**config.mk**
```make
export PLATFORM = sky130hd
export DESIGN_NAME = rti_skid
export DESIGN_NICKNAME = d
export VERILOG_FILES = /design/src/rti_pkg.sv /design/src/rti_skid.sv
export SDC_FILE = /design/constraint.sdc
export NUM_CORES = 1
export LEC_CHECK = 0
export ABC_AREA = 1
export BUFFER_PORTS_ARGS = -buffer_cell sky130_fd_sc_hd__buf_2
export CORE_AREA = 2 2 39 41
export DETAILED_ROUTE_END_ITERATION = 12
export DIE_AREA = 0 0 41 43
export PLACE_DENSITY = 0.56
export REMOVE_ABC_BUFFERS = 1
export SYNTH_ARGS = -nofsm -noshare
export SYNTH_HDL_FRONTEND = slang
export SYNTH_SLANG_ARGS = --single-unit
```
**constraint.sdc**
```tcl
create_clock -name clk -period 3.72 [get_ports clk]
set_clock_uncertainty 0.15 [all_clocks]
set_input_delay 0.558 -clock clk [delete_from_list [all_inputs] [get_ports clk]]
set_output_delay 0.558 -clock clk [all_outputs]
set_load 0.05 [all_outputs]
```
**src/rti_pkg.sv**
```systemverilog
package rti_pkg;

  // configuration port
  localparam int CFG_W     = 32;
  localparam int CFG_IDX_W = 3;
  localparam int NUM_REGS  = 8;

  // register indexes
  localparam logic [CFG_IDX_W-1:0] REG_ORIGIN_X = 3'd0;
  localparam logic [CFG_IDX_W-1:0] REG_ORIGIN_Y = 3'd1;
  localparam logic [CFG_IDX_W-1:0] REG_ORIGIN_Z = 3'd2;
  localparam logic [CFG_IDX_W-1:0] REG_DIR_X    = 3'd3;
  localparam logic [CFG_IDX_W-1:0] REG_DIR_Y    = 3'd4;
  localparam logic [CFG_IDX_W-1:0] REG_DIR_Z    = 3'd5;
  localparam logic [CFG_IDX_W-1:0] REG_T_LOW    = 3'd6;
  localparam logic [CFG_IDX_W-1:0] REG_T_HIGH   = 3'd7;

  // non-zero reset values
  localparam logic [CFG_W-1:0] DIR_Z_RESET  = 32'h0001_0000;
  localparam logic [CFG_W-1:0] T_HIGH_RESET = 32'h7fff_ffff;

  // number formats
  localparam int FRAC_BITS     = 16;
  localparam int NUM_IN_FIELDS = 9;
  localparam int MUL_LIMB      = 32;
  localparam int OUT_TDATA_W   = 8;

  // reject reasons
  localparam logic [2:0] RSN_HIT      = 3'd0;
  localparam logic [2:0] RSN_PARALLEL = 3'd1;
  localparam logic [2:0] RSN_BARY_U   = 3'd2;
  localparam logic [2:0] RSN_BARY_V   = 3'd3;
  localparam logic [2:0] RSN_T_RANGE  = 3'd4;

  typedef struct packed {
    logic       hit;
    logic [2:0] reason;
  } rti_result_t;

endpackage

```
**src/rti_skid.sv**
```systemverilog
// Output register with a one-word skid stage, so the pipeline keeps
// moving after the sink drops ready, until the skid stage holds a word.
module rti_skid
  import rti_pkg::*;
(
  input  logic        clk,
  input  logic        rst_n,
  input  logic        in_valid,
  input  rti_result_t in_res,
  output logic        in_ready,
  output logic        out_valid,
  input  logic        out_ready,
  output rti_result_t out_res
);

  logic        out_valid_r, skid_valid_r;
  rti_result_t out_res_r, skid_res_r;

  assign in_ready = !skid_valid_r;

  always_ff @(posedge clk) begin
    if (!rst_n) begin
      out_valid_r  <= 1'b0;
      skid_valid_r <= 1'b0;
    end else if (skid_valid_r) begin
      if (out_ready) begin
        out_valid_r  <= 1'b1;
        skid_valid_r <= 1'b0;
      end
    end else if (in_valid) begin
      if (!out_valid_r || out_ready) begin
        out_valid_r <= 1'b1;
      end else begin
        skid_valid_r <= 1'b1;
      end
    end else if (out_ready) begin
      out_valid_r <= 1'b0;
    end
  end

  always_ff @(posedge clk) begin
    if (skid_valid_r) begin
      if (out_ready) begin
        out_res_r <= skid_res_r;
      end
    end else if (in_valid) begin
      if (!out_valid_r || out_ready) begin
        out_res_r <= in_res;
      end else begin
        skid_res_r <= in_res;
      end
    end
  end

  assign out_valid = out_valid_r;
  assign out_res   = out_res_r;

`ifndef SYNTHESIS
  a_skid_behind_out: assert property (@(posedge clk) disable iff (!rst_n)
    skid_valid_r |-> out_valid_r)
    else $error("skid word held while output register empty");

  a_skid_drains: assert property (@(posedge clk) disable iff (!rst_n)
    (skid_valid_r && out_ready) |=> (!skid_valid_r && out_valid_r))
    else $error("skid word not moved to output");
`endif

endmodule

```
==> key figures <==
Routing
  • Drt total wl: 695 um
  • Drt first pass iters: 4
  • DRT iter0 DRCs: 12
  • Vias/cell: 4.28
  • Residual DRC: 0
  • DR WL/cell: 9.65 um
  • Via count: 308
  • Post-route antenna net violation count: 0

Power
  • P_leak: 0.251 nW
  • Worst VDD drop: 114 uV
  • Pwr per Cell Area: 446 nW/um^2

Clocking
  • Cts hold-fix bufs: 0
  • Cts repair resizes: 0
  • Clock-pin slew on the worst setup and hold paths: 60 ps
  • Clk_lat worst skew: 260 ps
  • CTS Buf Count: 3
  • Clock sink count: 10
  • Clock tree buffer depth: 2
  • Setup bufs post-CTS: 0
  • H-tree depth: 1
  • Root buffer cell: clkbuf_4
  • CTS tree: yes

Synthesis
  • Syn avg cell area: 10.6 um^2
  • Syn Inst Count: 41
  • Synthesis Warnings: 0
  • Post-Syn Area: 434 um^2
  • Post-synth cell types: 14
  • Yosys reg bits: 10
  • Seq/Total Area, Yosys: 0.646

Critical path
  • Reg-to-Reg End: out_res[0]
  • Crit path from: skid_valid_r
  • Crit path DAT: 1130 ps
  • Worst-path maximum fanout: 8
  • Reg2Reg Depth: 2
  • CP Class: reg -> out
  • Kind of start point of the critical path: flop
  • FF-to-FF setup slack: 2150 ps
  • Critical Path RT: 3010 ps
  • Worst setup endpoint: in_ready
  • Reg2reg start: skid_valid_r
  • Crit end category: output pin

Global routing
  • First-pass GRT wire length: 1150 um
  • Number of global-route vias before repair: 310
  • Total GRT Usage: 0.103
  • Total gr overflow: 0
  • Initial antenna violation count: 0
  • Pin count of the biggest net entering global routing: 9

Layout
  • Commonest cells after routing, fill and taps aside: nand2_1 (16), buf_2 (13), edfxtp_1 (8)
  • Final Util: 0.383
  • Inserted Diodes: 0
  • Post-layout nets: 66
  • Design area: 531 um^2
  • Commonest non-fill, non-tap cell in the layout: nand2_1
  • Layout area overhead: 22.2%
  • Share of cells above drive strength 1: 0.393

Floorplanning
  • IO Pins: 14
  • Die height: 43 um
  • Row Count: 14
  • Starting Density: 0.314
  • Area of the core: 1380 um^2
  • Die area: 1760 um^2
  • Chip width: 41 um

Timing
  • Worst Max-Slew Pin Slew: 410 ps
  • Final setup viols: 0
  • Slew HR: 0.727
  • Final min period: 1830 ps
  • Max-slew violation count: 0
  • Peak Freq: 545 MHz
  • RSZ-0062 raised after global routing: false
  • Final hold violations: 0
  • Final Cycle Share: 0.493
  • Sum Neg Setup Slack: 0 ps

Worst hold path
  • Hold path startpoint: in_res[0]
  • HP Class: in -> reg

Placement
  • RD Place Congestion: 0.744
  • Placed inst area: 508 um^2
  • Number of port buffers: 13
  • DP HPWL: 550 um

Job
  • Max-cap viol count: 0

Run status
  • Status: finished, final reports clean
-- critical path, cell delays in order (launching register included) --
cell and delay, ps:
dfxtp_1 570, inv_6 80, buf_2 220
-- how the worst min path moves through the flow --
stage	endpoint	slack [ps]	depth (start not counted)
2_1_floorplan	out_res[0]	340	2
3_3_place_gp	out_res[0]	370	2
3_5_place_dp	out_res[0]	360	2
4_1_cts	skid_res_r[1]	330	1
5_1_grt	skid_res_r[1]	330	1
6_report	skid_res_r[0]	340	1
-- per-stage QoR --
step	power, mW	worst slack [ps]	hold WS, ps	instances
finish	0.237	1890	341	72
global route	0.248	1820	330	72
CTS	0.241	1880	330	72
detailed placement	0.169	2100	362	69
global placement	0.168	2130	371	69
floorplan	0.158	2240	344	40
-- final cells by class --
type	instances	area, um^2
multi-input combinational	23	111
clock buffer	3	22.5
tap	16	20.0
inverter	7	31.3
sequential	10	280
fill	156	853
timing repair buffer	13	65.1
-- logic make-up after synthesis --
| logic type | Yosys count | share of synthesized area |
|---|---|---|
| compound gates | 2 | 0.0317 |
| buf+inv | 8 | 0.0980 |
| flops | 10 | 0.646 |
| simple gates | 21 | 0.225 |
-- per-layer routing --
metal | GRT usage | routed length [um] | vias to the layer above
li1 | - | - | 156
met1 | 0.108 | 270 | 135
met2 | 0.150 | 369 | 17
met3 | 0.0314 | 56 | 0
met4 | 0.100 | 0 | 0
met5 | 0 | 0 | -
-- cell usage after synthesis (all sizes together) --
master | number | area share
buf | 1 | 0.026
nor2 | 2 | 0.035
nand2 | 18 | 0.18
a21oi | 2 | 0.032
inv | 7 | 0.072
edfxtp | 8 | 0.55
nand3 | 1 | 0.012
dfxtp | 2 | 0.092
-- where the power goes --
group,switching [mW],internal (mW)
clock network,0.0338,0.0372
logic,0.0264,0.00962
registers,0.00238,0.127
-- flip-flops by register name, summed over array words and instances (netlist names) --
signal        flops
out_res           4
out_valid         1
skid_res_r        4
skid_valid_r      1
No activity file was read; power rests on OpenSTA's default activity.
